==> src/hw/rtl/mexp_pkg.sv <==
// Shared types and constants for the modular exponentiation block.
`timescale 1ns / 1ps

package mexp_pkg;

	localparam int WORD_BITS     = 31;
	localparam int PROD_BITS     = 2 * WORD_BITS;
	localparam int CFG_DATA_BITS = 31;
	localparam int CFG_IDX_BITS  = 2;

	typedef logic [WORD_BITS-1:0] word_t;

	typedef enum logic [CFG_IDX_BITS-1:0] {
		REG_MODULUS  = 2'd0,
		REG_EXPONENT = 2'd1
	} reg_idx_t;

	localparam word_t MODULUS_RESET  = word_t'(2);
	localparam word_t EXPONENT_RESET = word_t'(0);

	// request to the shared modular multiplier
	typedef struct packed {
		logic  start;
		word_t a;
		word_t b;
	} mm_req_t;

endpackage

==> src/hw/rtl/mexp_modmul.sv <==
// Multi-cycle modular multiplier: one product, then bit-serial reduction.
`timescale 1ns / 1ps

module mexp_modmul (
	input  logic             clk,
	input  logic             arst_n,
	input  mexp_pkg::mm_req_t req,
	input  mexp_pkg::word_t  modulus,
	output logic             done,
	output mexp_pkg::word_t  result
);
	import mexp_pkg::*;

	localparam int CNT_BITS = $clog2(WORD_BITS);

	typedef enum logic {
		MM_IDLE,
		MM_RED
	} mm_state_t;

	mm_state_t            state_q;
	logic [CNT_BITS-1:0]  cnt_q;
	logic                 done_q;
	word_t                r_q;
	word_t                low_q;

	logic [PROD_BITS-1:0] prod;
	logic [WORD_BITS:0]   trial;
	logic [WORD_BITS:0]   diff;
	word_t                r_next;

	assign prod = PROD_BITS'(req.a) * PROD_BITS'(req.b);

	// shift in the next product bit; remainder stays below the modulus
	assign trial  = {r_q, low_q[WORD_BITS-1]};
	assign diff   = trial - {1'b0, modulus};
	assign r_next = (trial >= {1'b0, modulus}) ? diff[WORD_BITS-1:0] : trial[WORD_BITS-1:0];

	always_ff @(posedge clk or negedge arst_n) begin
		if (!arst_n) begin
			state_q <= MM_IDLE;
			cnt_q   <= '0;
			done_q  <= 1'b0;
		end else begin
			done_q <= 1'b0;
			unique case (state_q)
				MM_IDLE: begin
					if (req.start) begin
						// high half is below the modulus when the operands are
						r_q     <= prod[PROD_BITS-1:WORD_BITS];
						low_q   <= prod[WORD_BITS-1:0];
						cnt_q   <= '0;
						state_q <= MM_RED;
					end
				end
				MM_RED: begin
					r_q   <= r_next;
					low_q <= {low_q[WORD_BITS-2:0], 1'b0};
					cnt_q <= cnt_q + CNT_BITS'(1);
					if (cnt_q == CNT_BITS'(WORD_BITS - 1)) begin
						done_q  <= 1'b1;
						state_q <= MM_IDLE;
					end
				end
				default: state_q <= MM_IDLE;
			endcase
		end
	end

	assign done   = done_q;
	assign result = r_q;

endmodule

==> src/hw/rtl/modular_exponentiation_unit.sv <==
// Top level: config registers and square-and-multiply sequencer.
//
// Usage: write modulus (index 0) and exponent (index 1) on the write port
// while the block is idle; writes to other indexes are dropped. Each request
// on the input channel (in_valid high, in_stall low) carries one base_value
// and yields exactly one power_result = base_value^exponent mod modulus on
// the output channel, in request order.
// in_stall stays high from the accepting edge until the result has moved to
// the output register; one request is worked on at a time.
// Sequence: every modular multiply runs on the shared multiplier (one
// product, then one reduction bit per cycle). The base is reduced first,
// then each exponent bit up to the top set bit costs one scan, a multiply
// when set, and a square when higher bits remain; then the output register
// is loaded. A modulus below two skips the multiplier (result 0). The next
// request can be taken in the cycle after the output register is loaded.
// Output: power_result is held while out_stall is high; a new request is
// taken while a finished result still waits.
// Reset: asynchronous, active low; modulus returns to 2, exponent to 0, and
// any request in flight is dropped.
`timescale 1ns / 1ps

module modular_exponentiation_unit (
	input  logic                                   clk,
	input  logic                                   arst_n,
	input  logic                                   wr_en,
	input  logic [mexp_pkg::CFG_IDX_BITS-1:0]      wr_index,
	input  logic [mexp_pkg::CFG_DATA_BITS-1:0]     wr_data,
	input  logic                                   in_valid,
	output logic                                   in_stall,
	input  mexp_pkg::word_t                        base_value,
	output logic                                   out_valid,
	input  logic                                   out_stall,
	output mexp_pkg::word_t                        power_result
);
	import mexp_pkg::*;

	typedef enum logic [2:0] {
		S_IDLE,
		S_BASE,
		S_SCAN,
		S_MUL,
		S_SQR,
		S_OUT
	} seq_state_t;

	seq_state_t state_q;
	word_t      modulus_q;
	word_t      exponent_q;
	word_t      base_q;
	word_t      acc_q;
	word_t      exp_q;
	logic       out_valid_q;
	word_t      power_result_q;

	mm_req_t    mm_req;
	logic       mm_done;
	word_t      mm_result;
	logic       accept;
	logic       exp_high_zero;
	logic       out_load;

	assign accept        = in_valid && (state_q == S_IDLE);
	assign exp_high_zero = (exp_q[WORD_BITS-1:1] == '0);
	assign out_load      = (state_q == S_OUT) && (!out_valid_q || !out_stall);

	always_ff @(posedge clk or negedge arst_n) begin
		if (!arst_n) begin
			modulus_q  <= MODULUS_RESET;
			exponent_q <= EXPONENT_RESET;
		end else if (wr_en) begin
			if (wr_index == REG_MODULUS)
				modulus_q <= wr_data[WORD_BITS-1:0];
			else if (wr_index == REG_EXPONENT)
				exponent_q <= wr_data[WORD_BITS-1:0];
		end
	end

	always_comb begin
		mm_req.start = 1'b0;
		mm_req.a     = base_q;
		mm_req.b     = base_q;
		unique case (state_q)
			S_IDLE: begin
				// reduce the raw base first: base * 1
				mm_req.start = accept && (modulus_q[WORD_BITS-1:1] != '0);
				mm_req.a     = base_value;
				mm_req.b     = word_t'(1);
			end
			S_SCAN: begin
				if (exp_q != '0) begin
					mm_req.start = 1'b1;
					if (exp_q[0])
						mm_req.a = acc_q;
				end
			end
			S_MUL: mm_req.start = mm_done && !exp_high_zero;
			default: ;
		endcase
	end

	mexp_modmul u_modmul (
		.clk     (clk),
		.arst_n  (arst_n),
		.req     (mm_req),
		.modulus (modulus_q),
		.done    (mm_done),
		.result  (mm_result)
	);

	always_ff @(posedge clk or negedge arst_n) begin
		if (!arst_n) begin
			state_q     <= S_IDLE;
			out_valid_q <= 1'b0;
		end else begin
			// load a new result or retire the accepted one
			if (out_load || (out_valid_q && !out_stall))
				out_valid_q <= out_load;
			unique case (state_q)
				S_IDLE: begin
					if (accept) begin
						exp_q <= exponent_q;
						if (modulus_q[WORD_BITS-1:1] == '0) begin
							acc_q   <= '0;
							state_q <= S_OUT;
						end else begin
							acc_q   <= word_t'(1);
							state_q <= S_BASE;
						end
					end
				end
				S_BASE: begin
					if (mm_done) begin
						base_q  <= mm_result;
						state_q <= S_SCAN;
					end
				end
				S_SCAN: begin
					if (exp_q == '0)
						state_q <= S_OUT;
					else if (exp_q[0])
						state_q <= S_MUL;
					else
						state_q <= S_SQR;
				end
				S_MUL: begin
					if (mm_done) begin
						acc_q <= mm_result;
						// no higher bits: the final square is not needed
						if (exp_high_zero) begin
							exp_q   <= '0;
							state_q <= S_OUT;
						end else begin
							state_q <= S_SQR;
						end
					end
				end
				S_SQR: begin
					if (mm_done) begin
						base_q  <= mm_result;
						exp_q   <= {1'b0, exp_q[WORD_BITS-1:1]};
						state_q <= S_SCAN;
					end
				end
				S_OUT: begin
					if (out_load) begin
						power_result_q <= acc_q;
						state_q        <= S_IDLE;
					end
				end
				default: state_q <= S_IDLE;
			endcase
		end
	end

	assign in_stall     = (state_q != S_IDLE);
	assign out_valid    = out_valid_q;
	assign power_result = power_result_q;

endmodule

==> config.mk <==
export PLATFORM = sky130hd
export DESIGN_NAME = modular_exponentiation_unit
export DESIGN_NICKNAME = d
export VERILOG_FILES = /design/src/hw/rtl/mexp_pkg.sv /design/src/hw/rtl/mexp_modmul.sv /design/src/hw/rtl/modular_exponentiation_unit.sv
export SDC_FILE = /design/constraint.sdc
export NUM_CORES = 2
export LEC_CHECK = 0
export ABC_CLOCK_PERIOD_IN_PS = 21100
export BUFFER_PORTS_ARGS = -buffer_cell sky130_fd_sc_hd__buf_4
export CAP_MARGIN = 20
export CORE_ASPECT_RATIO = 1.25
export CORE_UTILIZATION = 51
export CTS_CLUSTER_DIAMETER = 150
export CTS_CLUSTER_SIZE = 16
export DETAILED_ROUTE_END_ITERATION = 16
export PLACE_DENSITY = 0.68
export REMOVE_ABC_BUFFERS = 1
export SETUP_SLACK_MARGIN = 0.1
export SLEW_MARGIN = 20
export SYNTH_ARGS = -nofsm -noshare
export SYNTH_HDL_FRONTEND = slang
export SYNTH_SLANG_ARGS = --single-unit
export TNS_END_PERCENT = 20
==> constraint.sdc <==
create_clock -name clk -period 21.1 [get_ports clk]
set_input_delay 1.055 -clock clk [delete_from_list [all_inputs] [get_ports clk]]
set_output_delay 1.055 -clock clk [all_outputs]
set_load 0.1 [all_outputs]
* After elaboration in Yosys (flattened, before gate mapping)
Index checks and enable logic that the tools add are counted.
** Cells by class
- Order comparisons :: 1
- Add/subtract/negate cells :: 2
- Equal/unequal tests :: 14
- Div/mod/pow operators :: 0
- Bitwise operators :: 2
- Mux-type cells :: 35
- Shift operators :: 0
- Multiply operators :: 1
- Reductions and logical operators :: 29
** Operators with widths (number)
- $mux W31 :: 11
- $pmux W31 S2 :: 4
- $pmux W31 S3 :: 1
- $mul A31 B31 Y62 :: 1
- $logic_not A30 Y1 :: 2
- $ge A32 B31 Y1 :: 1
- $mux W32 :: 1
- $logic_not A31 Y1 :: 1
- $reduce_bool A31 Y1 :: 1
- $sub A31 B31 Y31 :: 1
- $reduce_bool A30 Y1 :: 1
- $mux W3 :: 7
- $pmux W3 S5 :: 1
- $pmux W5 S2 :: 1
- $reduce_and A3 Y1 :: 3
- $ne A2 B2 Y1 const B :: 4
- $reduce_and A4 Y1 :: 2
- $eq A3 B2 Y1 const B :: 2
- $eq A3 B3 Y1 const B :: 2
- $mux W1 :: 6
- $ne A2 B1 Y1 const B :: 3
- $reduce_and A6 Y1 :: 1
- $reduce_bool A3 Y1 :: 2
- $add A5 B1 Y5 const B :: 1
- 15 further kinds :: 24
** Word-level totals
- Memory bits (read-only) :: 0
- Register bits after elaboration :: 259
- Memory bits (writable) :: 0
- Latch bits :: 0
- Memories :: 0
- Output and inout bits :: 33

* Depth between registers and ports, before layout
- Word-level depth :: 6
- Depth in mapped cells :: 35
- Depth with buffers taken out :: 31

* Cells and area by module
A second synthesis with hierarchy kept.
** Second synthesis, totals
- Cell total of the unflattened synthesis :: 4564
- Area total of the unflattened synthesis :: 44192.4 µm²
** By module, submodules not included
- mexp_modmul :: cells each 3979, instances 1, area an instance 36058.3 µm²
- modular_exponentiation_unit :: cells each 585, instances 1, area an instance 8134.1 µm²

* Least setup slack after synthesis
Ideal clock, no wire load.
- Kind :: register to register
- From :: register state_q[2]
- To :: register u_modmul.r_q[30], in the netlist u_modmul.result[30], data pin
- Path slack :: 12.188 ns
- Setup time :: 0.257 ns
- Arrival time :: 8.655 ns
- Path buffers :: 4
- Clock period less this slack :: 8.912 ns
- Required time :: 20.843 ns
- Cell stages (with the launch flop) :: 32
- Cells stage by stage :: dfrtp_1 > or2_2 > nor2_1 > clkinv_1 > clkbuf_1 > clkbuf_1 > buf_1 > nand3_1 > fa_1 > inv_1 > fa_1 > inv_1 > fa_1 > inv_1 > fa_1 > fa_1 > inv_1 > fa_1 > fa_1 > fa_1 > inv_1 > ha_1 > clkbuf_1 > nand2_1 > nor4_1 > nand3_1 > o21ai_1 > a211oi_2 > o21a_1 > o31ai_1 > mux2i_1 > nand2_1
** Between the ends
- Longest elaborated chain between the ends :: 5
** RTL lines
- start: declaration :: RTL line modular_exponentiation_unit.sv:46 : seq_state_t state_q;
- start signal: assignment :: RTL line modular_exponentiation_unit.sv:112 : state_q <= S_IDLE;
- start signal: assignment :: RTL line modular_exponentiation_unit.sv:124 : state_q <= S_OUT;
- start signal: assignment :: RTL line modular_exponentiation_unit.sv:127 : state_q <= S_BASE;
- $eq A3 B2 Y1 or $logic_not A3 Y1 (tied branches) :: RTL line modular_exponentiation_unit.sv:82 : unique case (state_q)
- $pmux W31 S2 or $mux W31 (tied branches) :: RTL line modular_exponentiation_unit.sv:82
- $mul A31 B31 Y62 * :: RTL line mexp_modmul.sv:32 : assign prod = PROD_BITS'(req.a) * PROD_BITS'(req.b);
- $mux W31 * :: RTL line mexp_modmul.sv:48 : if (req.start) begin
- $pmux W31 S2 * :: RTL line mexp_modmul.sv:46 : unique case (state_q)
- end signal: assignment :: RTL line mexp_modmul.sv:50 : r_q <= prod[PROD_BITS-1:WORD_BITS];
- end signal: assignment :: RTL line mexp_modmul.sv:57 : r_q <= r_next;
- end: declaration :: RTL line mexp_modmul.sv:24 : word_t r_q;
Mark *: on every way between the ends. The rest lies on a longest branch, timed or not. The select of a mux whose other input is x is not followed.
A chain may end at the register's enable or synchronous reset.

* Worst setup path after layout
- From :: register state_q[2]
- To :: register u_modmul.r_q[23], in the netlist u_modmul.result[23], data pin
The elaborated chain is that of the path after synthesis.

==> results.py <==
metrics = {
    "outcome": {
        "status": "finished, final reports clean",
    },
    "cells_and_area": {
        "diodes": 0,
        "final.fill_count": 7757,
        "fin_util_pct": 54.5,
        "drive_above_1_share_pct": 6.37,
        "regArea_mm2": 0.00742,
        "fin_nets": 5891,
        "multiInputGateArea_mm2": 0.0319,
        "area_growth_syn_to_layout_pct": 5.74,
    },
    "worst_setup_path": {
        "end_kind": "flip-flop",
        "worstPathRequired_ns": 21.40,
        "max_stage_delay_ns": 0.78,
        "r2r_start": "state_q[2]",
        "worst_r2r_path_depth": 31,
        "critical_path_class": "flip-flop to flip-flop",
        "critical-path-slowest-cell": "a21o_1",
        "crit_fanout": 52,
        "reg2reg_slack_ns": 10.36,
        "worstPathArrival_ns": 11.05,
        "rr_endpoint": "u_modmul.result[23]",
        "cp-start-kind": "flip-flop",
        "crit_top_cell": "fa_1",
    },
    "power_and_ir_drop": {
        "internal_power_w": 0.000816,
        "p_leak_nw": 21.4,
        "pwr-share-clk_pct": 33.8,
        "combPwrFrac_pct": 15.1,
        "p_sw_w": 0.000305,
        "pwr_density_cell_mw_per_mm2": 24.4,
        "power_frac_seq_pct": 51.1,
        "peakVddDrop_uv": 68.6,
        "power_switching_share_pct": 27.2,
    },
    "timing": {
        "hold_violations": 0,
        "tns_ns": 0,
        "drv_slew": 0,
        "skew_ns": 0.0324,
        "min_period_ns": 10.74,
        "worstMarginPinSlew_ns": 1.18,
        "fmax_ghz": 0.0931,
        "setup-violations-final": 0,
        "post-route-period-util_pct": 50.9,
        "max_slew_margin_pct": 21.3,
        "rsz0062_at_grt": "false",
    },
    "place": {
        "numPortBuffers": 101,
        "gp_congestion": 1.02,
        "dp_hpwl_mm": 116,
    },
    "grt": {
        "use_met1_pct": 42.8,
        "grt_pass1_vias": 35681,
        "grt.total_usage_pct": 34.6,
        "grt_pass1_wl_mm": 220,
        "grt_start_max_net_pins": 85,
        "grt.busiest_layer": "met2",
        "grt_antenna_before_repair": 2,
        "met3_usage_pct": 5.43,
        "globalRoute.totalOverflow": 0,
        "met2_usage_pct": 57.1,
    },
    "logic_synthesis": {
        "synthFlopType": "edfxtp_1",
        "synth_commonest_cells": "inv_1 (866), fa_1 (838), nand2_1 (676)",
        "synth-xor-area-share_pct": 1.57,
        "synth.most_common_cell": "inv_1",
        "yosysTopAreaCell": "fa_1",
        "synth_compound_area_share_pct": 9.20,
        "synth_seq_area_share_pct": 17.1,
        "yosysWarnings": 0,
        "synth_fa_ha_area_share_pct": 46.9,
        "synth_edf_count": 186,
        "yosys_register_bits": 259,
        "synth_top_family_by_area": "adder cells",
        "synth.distinct_cells": 84,
        "netlist_instances": 4736,
        "synth_top_cell_area_share_pct": 38.6,
        "synthArstFlopShare_pct": 28.2,
        "synthMuxAreaShare_pct": 1.32,
        "yosys.area_share.simple_pct": 14.2,
        "syn-cell-area_mm2": 0.0434,
        "ys_top_cells_by_area": "fa_1 (39%), edfxtp_1 (13%), ha_1 (8.3%), inv_1 (7.5%), nand2_1 (5.8%)",
        "avgSynthCellArea_um2": 9.17,
    },
    "cts": {
        "clk_pin_slew_worst_paths_ns": 0.08,
        "cts_root_buf": "clkbuf_16",
        "clk_latency_ns": 0.56,
        "cts_setup_buffers": 0,
        "cts_tree": "done",
        "cts_resized": 0,
        "cts_buffers": 20,
        "cts_hold_buffers": 0,
        "clock_path_buffers": 3,
        "clkSinkCount": 259,
        "cts_htree_levels": 1,
    },
    "die": {
        "coreArea_mm2": 0.0843,
        "rows": 119,
        "start_util_pct": 51.5,
        "dieArea_mm2": 0.0863,
        "io_pins": 102,
        "dieWidth_um": 263,
        "fp.dieH_um": 328,
    },
    "route": {
        "firstDrtPassIters": 6,
        "wl_per_cell_um": 25.3,
        "drtIter0Drc": 3366,
        "vias": 34550,
        "antenna_left": 0,
        "drcViolationCount": 0,
        "wl_mm": 147,
        "drt-vias-per-instance": 5.96,
    },
    "min_path": {
        "hold_path_class": "primary input to async pin",
    },
    "run": {
        "maxCapViolCount": 0,
    },
}
==> worst max-delay path: cells and delay by family, from the launching register on <==
kind / cells / cell delay (ns)
AND/OR/NAND/NOR: 7 / 1.95
adder cells (fa/ha/maj): 9 / 4.40
AO/OA/AOI/OAI: 7 / 2.53
flip-flops: 1 / 0.55
buffers and inverters: 8 / 0.96
==> worst max-delay path by stage <==
stage / endpoint / cells past startpoint / slack, ns / startpoint
after floorplan: u_modmul.result[22] / 28 / 10.19 / state_q[1]
after global placement: u_modmul.result[3] / 31 / 10.78 / state_q[2]
after detailed placement: u_modmul.result[23] / 31 / 10.67 / state_q[2]
after CTS: u_modmul.result[23] / 31 / 10.62 / state_q[2]
after global routing: u_modmul.result[23] / 31 / 9.94 / state_q[2]
final: u_modmul.result[23] / 31 / 10.36 / state_q[2]
==> kinds of logic after synthesis <==
group                    after synthesis
flip-flops                           259
buffers and inverters               1118
multiplexers                          52
AND/OR/NAND/NOR                     1485
XOR/XNOR                              78
AO/OA/AOI/OAI                        618
adder cells (fa/ha/maj)             1126
==> power groups by stage <==
stage	Clock, W	Sequential [W]	Combinational, W
floorplan	0	0.000580	0.000120
global placement	0	0.000583	0.000165
detailed placement	0	0.000584	0.000167
CTS	0.000384	0.000573	0.000168
global route	0.000402	0.000576	0.000186
finish	0.000379	0.000573	0.000169
==> layout make-up <==
| type | instances | share of cell area, % |
|---|---|---|
| Multi-Input combinational cell | 3359 | 69.4 |
| Sequential cell | 259 | 16.2 |
| Inverter | 869 | 7.10 |
| Timing Repair Buffer | 187 | 3.06 |
| Tap cell | 1089 | 2.97 |
| Clock buffer | 34 | 1.20 |
| Clock inverter | 2 | 0.101 |
==> metal layers <==
metal | vias to the layer above | wire length (um) | part of all wire (%)
li1 | 14647 | - | -
met1 | 17536 | 52600 | 36
met2 | 1848 | 69300 | 47
met3 | 515 | 13400 | 9.1
met4 | 4 | 11600 | 7.9
met5 | - | 25 | 0.017
==> registers in the layout, summed over array words and instances (netlist names) <==
register,count
power_result,31
modulus_q,31
state_q,3
base_q,31
u_modmul.state_q,1
u_modmul.low_q,31
acc_q,31
u_modmul.result,31
u_modmul.cnt_q,5
u_modmul.done,1
exponent_q,31
out_valid,1
exp_q,31
==> placed cells by master (no fill, tap or decap), types with 70 or more instances in the layout <==
cell type and instances:
edfxtp_1 186, inv_1 866, nand2_1 675, buf_4 187, o21ai_0 161, a21oi_1 134, nor2_1 559, fa_1 838
dfrtp_1 70, ha_1 288
==> per-stage QoR <==
step / cell area, um2 / hold slack (ns) / setup slack, ns / power [W] / std cells
after global placement: 45300 / 0.459 / 10.78 / 0.000748 / 5763
final: 45900 / 0.434 / 10.36 / 0.00112 / 5799
after global routing: 45900 / 0.459 / 9.94 / 0.00116 / 5799
after CTS: 45900 / 0.430 / 10.62 / 0.00112 / 5799
after detailed placement: 45300 / 0.436 / 10.67 / 0.000751 / 5763
after floorplan: 42500 / 0.420 / 10.19 / 0.000699 / 4487
No activity file was read; power rests on OpenSTA's default activity.
